## src/sv/sfdr_pkg.sv

```systemverilog
// Shared types and constants for the serial frame deframer and re-framer.
// Used by sfdr_ctrl, sfdr_dp and the top level; depends on nothing.
package sfdr_pkg;

    // Framing bytes on the receive link
    localparam logic [7:0] START_BYTE = 8'hAA;
    localparam logic [7:0] STOP_BYTE  = 8'h55;

    // Framing bytes of the forwarded run
    localparam logic [7:0] OPEN_BYTE  = 8'h28;
    localparam logic [7:0] CLOSE_BYTE = 8'h29;
    localparam logic [7:0] ESC_BYTE   = 8'h7E;
    localparam logic [7:0] ADDR_BYTE  = 8'h20;
    localparam logic [7:0] CMD_BYTE   = 8'h40;

    // Sum seed: the header bytes from the start byte onward (AA + 20 + 40)
    localparam logic [15:0] SUM_INIT = 16'h010A;

    // Status reply code range
    localparam logic [7:0] STATUS_MIN = 8'h01;
    localparam logic [7:0] STATUS_MAX = 8'h03;

    // Fixed store positions
    localparam int LEN_POS   = 3;
    localparam int CODE_POS  = 4;
    localparam int CODE2_POS = 5;

    // Header and trailer slot indexes
    localparam logic [2:0] HDR_LAST    = 3'd5;
    localparam logic [1:0] TAIL_SUM_LO = 2'd0;
    localparam logic [1:0] TAIL_SUM_HI = 2'd1;
    localparam logic [1:0] TAIL_STOP   = 2'd2;
    localparam logic [1:0] TAIL_CLOSE  = 2'd3;

    // Commands from the controller to the datapath
    typedef struct packed {
        logic clr;        // restart the store at position 0
        logic put;        // write the received byte into the store
        logic start_emit; // seed the sum and the emit counter
        logic load_hdr;   // load one header byte into the output register
        logic rd;         // read the store at the emit counter
        logic load_body;  // load the read byte into the output register
        logic load_tail;  // load one trailer byte into the output register
    } t_sfdr_cmd;

    // Status from the datapath to the controller
    typedef struct packed {
        logic is_start;   // received byte is the start byte
        logic fill_full;  // store holds STORE_DEPTH bytes
        logic start_full; // next byte completes the fixed part of the frame
        logic len_bad;    // length byte above the maximum
        logic frame_done; // received byte closes the frame
        logic forward;    // closed frame is to be forwarded
        logic out_free;   // output register can take a byte
        logic hdr_last;   // last header byte
        logic body_last;  // last stored byte of the body
        logic tail_last;  // closing byte
    } t_sfdr_sts;

    // Header bytes of the forwarded run
    function automatic logic [7:0] hdr_byte(input logic [2:0] idx);
        logic [7:0] b;
        unique case (idx)
            3'd0:    b = OPEN_BYTE;
            3'd1:    b = ESC_BYTE;
            3'd2:    b = ESC_BYTE;
            3'd3:    b = START_BYTE;
            3'd4:    b = ADDR_BYTE;
            default: b = CMD_BYTE;
        endcase
        return b;
    endfunction

endpackage

```

## src/sv/sfdr_ctrl.sv

```systemverilog
// Controller state machine: receive phases and the forwarding sequence.
// Depends on sfdr_pkg; drives commands into sfdr_dp from its status.
module sfdr_ctrl (
    input  logic              i_clk,
    input  logic              i_rst_n,
    input  logic              i_s_tvalid,
    output logic              o_s_tready,
    input  sfdr_pkg::t_sfdr_sts i_sts,
    output sfdr_pkg::t_sfdr_cmd o_cmd
);
    import sfdr_pkg::*;

    localparam logic [2:0] S_HUNT  = 3'd0;
    localparam logic [2:0] S_START = 3'd1;
    localparam logic [2:0] S_RECV  = 3'd2;
    localparam logic [2:0] S_HEAD  = 3'd3;
    localparam logic [2:0] S_RD    = 3'd4;
    localparam logic [2:0] S_BODY  = 3'd5;
    localparam logic [2:0] S_TAIL  = 3'd6;

    logic [2:0] r_state;
    logic [2:0] n_state;
    logic       w_acc;

    // Take input only in the receive phases
    assign o_s_tready = (r_state == S_HUNT) || (r_state == S_START) || (r_state == S_RECV);
    assign w_acc      = i_s_tvalid && o_s_tready;

    // Next state and commands
    always_comb begin
        n_state = r_state;
        o_cmd   = '0;
        unique case (r_state)
            S_HUNT: begin
                if (w_acc && i_sts.is_start) begin
                    o_cmd.put = 1'b1;
                    n_state   = S_START;
                end
            end
            S_START, S_RECV: begin
                if (w_acc) begin
                    priority if (i_sts.fill_full) begin
                        // overfilled: resync and treat the byte as a fresh hunt
                        o_cmd.clr = 1'b1;
                        o_cmd.put = i_sts.is_start;
                        n_state   = i_sts.is_start ? S_START : S_HUNT;
                    end else if (r_state == S_START) begin
                        if (i_sts.start_full && i_sts.len_bad) begin
                            o_cmd.clr = 1'b1;
                            n_state   = S_HUNT;
                        end else begin
                            o_cmd.put = 1'b1;
                            if (i_sts.start_full) begin
                                n_state = S_RECV;
                            end
                        end
                    end else if (i_sts.frame_done) begin
                        o_cmd.clr = 1'b1;
                        if (i_sts.forward) begin
                            o_cmd.start_emit = 1'b1;
                            n_state          = S_HEAD;
                        end else begin
                            n_state = S_HUNT;
                        end
                    end else begin
                        o_cmd.put = 1'b1;
                    end
                end
            end
            S_HEAD: begin
                if (i_sts.out_free) begin
                    o_cmd.load_hdr = 1'b1;
                    if (i_sts.hdr_last) begin
                        n_state = S_RD;
                    end
                end
            end
            S_RD: begin
                o_cmd.rd = 1'b1;
                n_state  = S_BODY;
            end
            S_BODY: begin
                if (i_sts.out_free) begin
                    o_cmd.load_body = 1'b1;
                    n_state         = i_sts.body_last ? S_TAIL : S_RD;
                end
            end
            S_TAIL: begin
                if (i_sts.out_free) begin
                    o_cmd.load_tail = 1'b1;
                    if (i_sts.tail_last) begin
                        n_state = S_HUNT;
                    end
                end
            end
            default: begin
                n_state = S_HUNT;
            end
        endcase
    end

    // State register
    always_ff @(posedge i_clk) begin
        if (!i_rst_n) begin
            r_state <= S_HUNT;
        end else begin
            r_state <= n_state;
        end
    end

endmodule

```

## src/sv/sfdr_dp.sv

```systemverilog
// Datapath: frame store, fill count, length and code bytes, sum and output register.
// Depends on sfdr_pkg; steered by sfdr_ctrl through command and status structs.
module sfdr_dp #(
    parameter int MAX_FRAME_LEN = 20,
    parameter int STORE_DEPTH   = 26
) (
    input  logic              i_clk,
    input  logic              i_rst_n,
    input  logic [7:0]        i_rx_byte,
    input  logic              i_fwd,
    input  logic              i_m_tready,
    input  sfdr_pkg::t_sfdr_cmd i_cmd,
    output sfdr_pkg::t_sfdr_sts o_sts,
    output logic              o_m_tvalid,
    output logic [7:0]        o_m_tdata,
    output logic              o_m_tlast
);
    import sfdr_pkg::*;

    localparam int FW = $clog2(STORE_DEPTH + 1);
    localparam int AW = $clog2(STORE_DEPTH);

    logic [7:0]    r_mem [STORE_DEPTH];
    logic [FW-1:0] r_fill;
    logic [FW-1:0] n_fill;
    logic [AW-1:0] w_wa;
    logic [7:0]    r_len;
    logic [7:0]    r_b4;
    logic [7:0]    r_b5;
    logic [7:0]    w_b5;
    logic [AW-1:0] r_idx;
    logic [7:0]    r_rd_data;
    logic [15:0]   r_sum;
    logic          r_out_valid;
    logic [7:0]    r_out_data;
    logic          r_out_last;
    logic [7:0]    w_tail;
    logic          w_status;

    // Store write address and fill count
    assign w_wa   = i_cmd.clr ? '0 : r_fill[AW-1:0];
    assign n_fill = (i_cmd.clr ? '0 : r_fill) + FW'(i_cmd.put);

    always_ff @(posedge i_clk) begin
        if (!i_rst_n) begin
            r_fill <= '0;
        end else if (i_cmd.clr || i_cmd.put) begin
            r_fill <= n_fill;
        end
    end

    // Write the store; keep copies of the length and code bytes
    always_ff @(posedge i_clk) begin
        if (i_cmd.put) begin
            r_mem[w_wa] <= i_rx_byte;
            if (w_wa == AW'(LEN_POS)) begin
                r_len <= i_rx_byte;
            end
            if (w_wa == AW'(CODE_POS)) begin
                r_b4 <= i_rx_byte;
            end
            if (w_wa == AW'(CODE2_POS)) begin
                r_b5 <= i_rx_byte;
            end
        end
        if (i_cmd.rd) begin
            r_rd_data <= r_mem[r_idx];
        end
    end

    // Frame checks; the second code byte may be the one arriving now
    assign w_b5     = (r_fill == FW'(CODE2_POS)) ? i_rx_byte : r_b5;
    assign w_status = (r_b4 == w_b5) && (r_b4 >= STATUS_MIN) && (r_b4 <= STATUS_MAX);

    assign o_sts.is_start   = (i_rx_byte == START_BYTE);
    assign o_sts.fill_full  = (r_fill == FW'(STORE_DEPTH));
    assign o_sts.start_full = (r_fill == FW'(CODE_POS));
    assign o_sts.len_bad    = (r_len > 8'(MAX_FRAME_LEN));
    assign o_sts.frame_done = (i_rx_byte == STOP_BYTE) &&
                              ((9'(r_fill) + 9'd1) == ({1'b0, r_len} + 9'd2));
    assign o_sts.forward    = w_status || i_fwd;
    assign o_sts.out_free   = !r_out_valid || i_m_tready;
    assign o_sts.hdr_last   = (r_idx[2:0] == HDR_LAST);
    assign o_sts.body_last  = (8'(r_idx) == r_len);
    assign o_sts.tail_last  = (r_idx[1:0] == TAIL_CLOSE);

    // Emit counter and running sum
    always_ff @(posedge i_clk) begin
        if (i_cmd.start_emit) begin
            r_idx <= '0;
            r_sum <= SUM_INIT;
        end else if (i_cmd.load_hdr) begin
            r_idx <= o_sts.hdr_last ? AW'(LEN_POS) : r_idx + 1'b1;
        end else if (i_cmd.load_body) begin
            r_idx <= o_sts.body_last ? '0 : r_idx + 1'b1;
            r_sum <= r_sum + 16'(r_rd_data);
        end else if (i_cmd.load_tail) begin
            r_idx <= r_idx + 1'b1;
        end
    end

    // Trailer byte select
    always_comb begin
        unique case (r_idx[1:0])
            TAIL_SUM_LO: w_tail = r_sum[7:0];
            TAIL_SUM_HI: w_tail = r_sum[15:8];
            TAIL_STOP:   w_tail = STOP_BYTE;
            default:     w_tail = CLOSE_BYTE;
        endcase
    end

    // Output register: hold until the transfer completes
    always_ff @(posedge i_clk) begin
        if (!i_rst_n) begin
            r_out_valid <= 1'b0;
        end else if (i_cmd.load_hdr || i_cmd.load_body || i_cmd.load_tail) begin
            r_out_valid <= 1'b1;
        end else if (i_m_tready) begin
            r_out_valid <= 1'b0;
        end
    end

    always_ff @(posedge i_clk) begin
        priority if (i_cmd.load_hdr) begin
            r_out_data <= hdr_byte(r_idx[2:0]);
            r_out_last <= 1'b0;
        end else if (i_cmd.load_body) begin
            r_out_data <= r_rd_data;
            r_out_last <= 1'b0;
        end else if (i_cmd.load_tail) begin
            r_out_data <= w_tail;
            r_out_last <= o_sts.tail_last;
        end
    end

    assign o_m_tvalid = r_out_valid;
    assign o_m_tdata  = r_out_data;
    assign o_m_tlast  = r_out_last;

endmodule

```

## src/sv/serial_frame_deframe_reframe.sv

```systemverilog
// Top level of the serial frame deframer and re-framer: config register and wiring.
// Depends on sfdr_pkg, sfdr_ctrl and sfdr_dp.
//
//  channel   direction  signals                              content
//  s (rx)    in         i_s_tvalid o_s_tready i_s_tdata      rx_byte
//  m (fwd)   out        o_m_tvalid i_m_tready o_m_tdata/tlast out_byte, frame_end
//  apb       in/out     psel penable pwrite paddr pwdata ... forward_other_frames @ 0
//
// Received bytes are handled as they arrive, with no stall. A forwarded frame holds off
// the receive side until its closing byte is loaded; with the sink ready, header bytes
// load one per cycle, and each body byte is read from the store and then loaded.
// Reset (synchronous, active low) returns to hunting with an empty store and
// forwarding of every frame enabled. A stalled sink holds the output register.
module serial_frame_deframe_reframe #(
    parameter int MAX_FRAME_LEN = 20,
    parameter int STORE_DEPTH   = 26
) (
    input  logic        i_clk,
    input  logic        i_rst_n,
    input  logic        i_s_tvalid,
    output logic        o_s_tready,
    input  logic [7:0]  i_s_tdata,   // [7:0] rx_byte
    output logic        o_m_tvalid,
    input  logic        i_m_tready,
    output logic [7:0]  o_m_tdata,   // [7:0] out_byte
    output logic        o_m_tlast,   // frame_end
    input  logic        psel,
    input  logic        penable,
    input  logic        pwrite,
    input  logic        paddr,
    input  logic [31:0] pwdata,
    output logic [31:0] prdata,
    output logic        pready
);
    import sfdr_pkg::*;

    localparam logic CFG_FWD_ADDR = 1'b0;

    logic      r_fwd;
    t_sfdr_cmd w_cmd;
    t_sfdr_sts w_sts;

    // Configuration register
    assign pready = 1'b1;
    always_ff @(posedge i_clk) begin
        if (!i_rst_n) begin
            r_fwd <= 1'b1;
        end else if (psel && penable && pwrite && pready && (paddr == CFG_FWD_ADDR)) begin
            r_fwd <= pwdata[0];
        end
    end
    assign prdata = (paddr == CFG_FWD_ADDR) ? 32'(r_fwd) : '0;

    sfdr_ctrl u_ctrl (
        .i_clk      (i_clk),
        .i_rst_n    (i_rst_n),
        .i_s_tvalid (i_s_tvalid),
        .o_s_tready (o_s_tready),
        .i_sts      (w_sts),
        .o_cmd      (w_cmd)
    );

    sfdr_dp #(
        .MAX_FRAME_LEN (MAX_FRAME_LEN),
        .STORE_DEPTH   (STORE_DEPTH)
    ) u_dp (
        .i_clk      (i_clk),
        .i_rst_n    (i_rst_n),
        .i_rx_byte  (i_s_tdata),
        .i_fwd      (r_fwd),
        .i_m_tready (i_m_tready),
        .i_cmd      (w_cmd),
        .o_sts      (w_sts),
        .o_m_tvalid (o_m_tvalid),
        .o_m_tdata  (o_m_tdata),
        .o_m_tlast  (o_m_tlast)
    );

`ifndef NO_ASSERTIONS
    // The closing byte of a run is always ')'
    a_last_is_close: assert property (@(posedge i_clk) disable iff (!i_rst_n)
        (o_m_tvalid && o_m_tlast) |-> (o_m_tdata == CLOSE_BYTE))
        else $error("frame_end on a byte other than the closing byte");

    // The store is written only by an accepted receive transfer
    a_put_on_accept: assert property (@(posedge i_clk) disable iff (!i_rst_n)
        w_cmd.put |-> (i_s_tvalid && o_s_tready))
        else $error("store write without a receive transfer");

    // An accepted byte on a full store always resyncs it
    a_overfill_resync: assert property (@(posedge i_clk) disable iff (!i_rst_n)
        (i_s_tvalid && o_s_tready && w_sts.fill_full) |=> !w_sts.fill_full)
        else $error("store stayed full after a receive transfer");
`endif

endmodule
```

## config.mk

```make
export PLATFORM = sky130hd
export DESIGN_NAME = serial_frame_deframe_reframe
export DESIGN_NICKNAME = d
export VERILOG_FILES = /design/src/sv/sfdr_pkg.sv /design/src/sv/sfdr_ctrl.sv /design/src/sv/sfdr_dp.sv /design/src/sv/serial_frame_deframe_reframe.sv
export SDC_FILE = /design/constraint.sdc
export NUM_CORES = 1
export LEC_CHECK = 0
export BUFFER_PORTS_ARGS = -buffer_cell sky130_fd_sc_hd__buf_2
export CAP_MARGIN = 20
export CORE_MARGIN = 4
export CORE_UTILIZATION = 30
export DETAILED_ROUTE_END_ITERATION = 6
export PLACE_DENSITY = 0.46
export SLEW_MARGIN = 25
export SYNTH_ARGS = -nofsm -noshare
export SYNTH_HDL_FRONTEND = slang
export SYNTH_SLANG_ARGS = --single-unit
```

## constraint.sdc

```tcl
create_clock -name i_clk -period 7.7 [get_ports i_clk]
set_input_delay 0 -clock i_clk [delete_from_list [all_inputs] [get_ports i_clk]]
set_output_delay 0 -clock i_clk [all_outputs]
set_load 0.005 [all_outputs]
```

==> results_dict.tcl <==
set metrics [dict create \
    rows 74 \
    synth_compound_area_share_pct 6.23 \
    netlist_area_mm2 0.0126 \
    grt_pass1_vias 7039 \
    worstSetupPathType "flop to flop" \
    path_max_fanout 12 \
    hold_depth 2 \
    hold_start "i_s_tdata[7]" \
    syn_inst 834 \
    fp.dieW_um 213 \
    drtAntennaViolNets 0 \
    antenna_found_initial 0 \
    clockBufferDepth 3 \
    status "finished, final reports clean" \
    clock.fmax_mhz 234 \
    cts_hold_buf 5 \
    port-buffer-count 28 \
    die_h_um 213 \
    period_minus_slack_ns 4.28 \
    grt_pass1_wl_mm 44.7 \
    cts_setup_buffers 0 \
    wirelength_mm 29.2 \
    dp_hpwl_mm 18.5 \
    synth.area.mux_share_pct 12.2 \
    holdPathEnd "u_dp.r_mem[20][7]" \
    diodes 0 \
    synth_edf_count 248 \
    synthToLayoutAreaGrowth_pct 13.5 \
    worstSetupEndpointType "flop" \
    clock_sinks 280 \
    root_buffer "clkbuf_16" \
    h-tree-depth 2 \
    core_mm2 0.0411 \
    max_slew_margin_pct 40.0 \
    dieArea_mm2 0.0452 \
    worst_pin_slew_ns 0.896 \
    cap_viol_max_count 0 \
    grt_usage_pct 13.0 \
    finalCritPeriodShare_pct 55.6 \
    cts-resized-gates 0 \
    cts_made_buffers 34 \
    hold_viol_final 0 \
    power_leakage_nw 4.62 \
    clk_latency_ns 0.52 \
    yosysWarnings 0 \
    synth-seq-cells 280 \
    initial_core_util_pct 30.5 \
    drtIter0Drc 492 \
    wl_per_cell_um 20.5 \
    synth_top_family_by_area "multiplexers" \
    synth_fa_ha_area_share_pct 2.23 \
    grt_overflow 0 \
    vias_per_cell 4.93 \
    fin_skew_ns 0.0292 \
    n_fill_cell 3981 \
    crit_arrival_ns 4.70 \
    drc 0 \
    ir_drop_mv 0.113 \
    cts_tree "built" \
    vias 7033 \
    drive_above_1_share_pct 18.4 \
    hold_class "input pin to flop" \
    fin_tns_setup_ns 0 \
    yosys-top-cells-area "edfxtp_1 (59%), mux4_2 (10%), dfxtp_1 (5.1%)" \
    reg2regPathDepth 15 \
    synthFlopType "edfxtp_1" \
    async_flop_share_pct 0 \
    final-setup-viol-count 0 \
    r2r_start "u_dp.r_fill[0]" \
    yosysSeqAreaShare_pct 64.4 \
    synth_simple_gate_area_share_pct 9.22 \
    ys_types 70 \
    io_pins 92 \
    layout.cells.non_filler 1428 \
    timing.rr.end "u_dp.r_fill[4]" \
    p_per_area_mw_per_mm2 253 \
    synth-xor-area-share_pct 1.99 \
    synth_top_cell_area_share_pct 59.3 \
    crit_required_ns 8.12 \
    path_clk_slew_ns 0.06 \
    gp_congestion 0.790 \
    rsz0062_at_grt "no" \
    r2r_setup_slack_ns 3.42 \
    worstSetupStartpointType "flop" \
    yosysTopAreaCell "edfxtp_1" \
    syn_avg_cell_area_um2 15.1 \
    dp.cells 1364 \
    finalNetCount 942 \
    grt_max_degree 54 \
    firstDrtPassIters 5 \
    drv_slew 0 \
]
[where the power goes]
group,leakage [nW],internal (mW),switching (mW)
Combinational,1.64,0.205,0.225
Sequential,2.49,1.66,0.0306
Clock,0.494,0.864,0.615
[how the worst max path moves through the flow]
stage / depth (start not counted) / from / to
CTS: 15 / u_dp.r_fill[0] / u_dp.r_fill[4]
global placement: 15 / u_dp.r_fill[0] / u_dp.r_fill[4]
finish: 15 / u_dp.r_fill[0] / u_dp.r_fill[4]
detailed placement: 15 / u_dp.r_fill[0] / u_dp.r_fill[4]
floorplan: 16 / u_dp.r_fill[1] / u_dp.r_fill[4]
global route: 15 / u_dp.r_fill[0] / u_dp.r_fill[4]
[sequential cells by signal, summed over array words and instances, names as in the netlist]
register / count
u_dp.r_fill: 5
u_dp.r_b4: 8
u_dp.r_sum: 16
u_dp.r_len: 8
u_ctrl.r_state: 3
u_dp.r_idx: 5
u_dp.r_b5: 8
u_dp.r_rd_data: 8
u_dp.o_m_tvalid: 1
r_fwd: 1
u_dp.r_mem: 208
u_dp.o_m_tdata: 8
u_dp.o_m_tlast: 1
[per-stage QoR]
stage	setup WS (ns)	util (%)	total power, mW	instance area, um2	hold WS [ns]
3_5_place_dp	3.40	32.1	2.16	13200	0.227
4_1_cts	3.37	34.7	3.66	14200	0.0181
6_report	3.42	34.7	3.60	14300	0.0350
3_3_place_gp	3.48	32.1	2.16	13200	0.227
5_1_grt	2.95	34.7	3.75	14300	0.0401
2_1_floorplan	3.71	-	2.03	12700	0.0269
[Yosys cell counts (17+ instances only)]
cell type / number
clkbuf_1: 32
dfxtp_1: 32
edfxtp_1: 248
nand2_1: 31
o21ai_0: 29
mux4_2: 56
ha_1: 20
buf_4: 33
nor2_1: 64
a21oi_1: 36
xnor2_1: 17
[layer usage]
| metal | global-route usage (%) | vias to the layer above | share of wire (%) |
|---|---|---|---|
| met4 | 3.04 | 0 | 1.7 |
| met1 | 18.7 | 3603 | 47 |
| met2 | 21.0 | 135 | 48 |
| met5 | 0 | - | 0 |
| met3 | 2.08 | 33 | 3.2 |
| li1 | - | 3262 | - |
[logic make-up (layout without fill, tap and decap cells)]
logic type / Yosys count / after routing
simple gates: 213 / 213
compound gates: 122 / 122
buf+inv: 87 / 119
other cells: 2 / 32
flops: 280 / 280
fa+ha+maj: 22 / 22
mux: 81 / 81
xor+xnor: 27 / 27
[cells in the final DEF, fill, tap and decap left out, types with 12 or more instances in the layout]
cell,Yosys,layout
inv_1,12,12
mux2i_1,16,16
dfxtp_1,32,30
clkbuf_16,0,34
nand3_1,16,16
a21oi_1,36,36
nor2_1,64,64
and2_1,14,14
conb_1,2,32
o21ai_0,29,29
buf_4,33,15
nand2_1,31,31
buf_2,4,28
ha_1,20,20
xnor2_1,17,17
edfxtp_1,248,248
mux4_2,56,56
[worst max-delay path, cell delays in order, from the launching register on]
cell and delay [ns]:
dfxtp_1 0.54, inv_1 0.19, ha_1 0.34, xnor2_1 0.12
or4_1 0.52, or4_1 0.58, a2111oi_0 0.39, o21ai_0 0.14
buf_4 0.20, and2_1 0.16, ha_1 0.18, ha_1 0.23
and3_1 0.20, o211ai_1 0.09, xnor2_1 0.08, and3_1 0.19
[area by class of cell]
cell class | count | area (um2) | area share, %
Tap cell | 532 | 666 | 4.67
Sequential cell | 280 | 8090 | 56.8
Clock inverter | 13 | 113 | 0.790
Timing Repair Buffer | 48 | 303 | 2.12
Clock buffer | 46 | 906 | 6.35
Multi-Input combinational cell | 497 | 4130 | 29.0
Inverter | 12 | 45.0 | 0.316
Power figures use the tool's default switching activity.
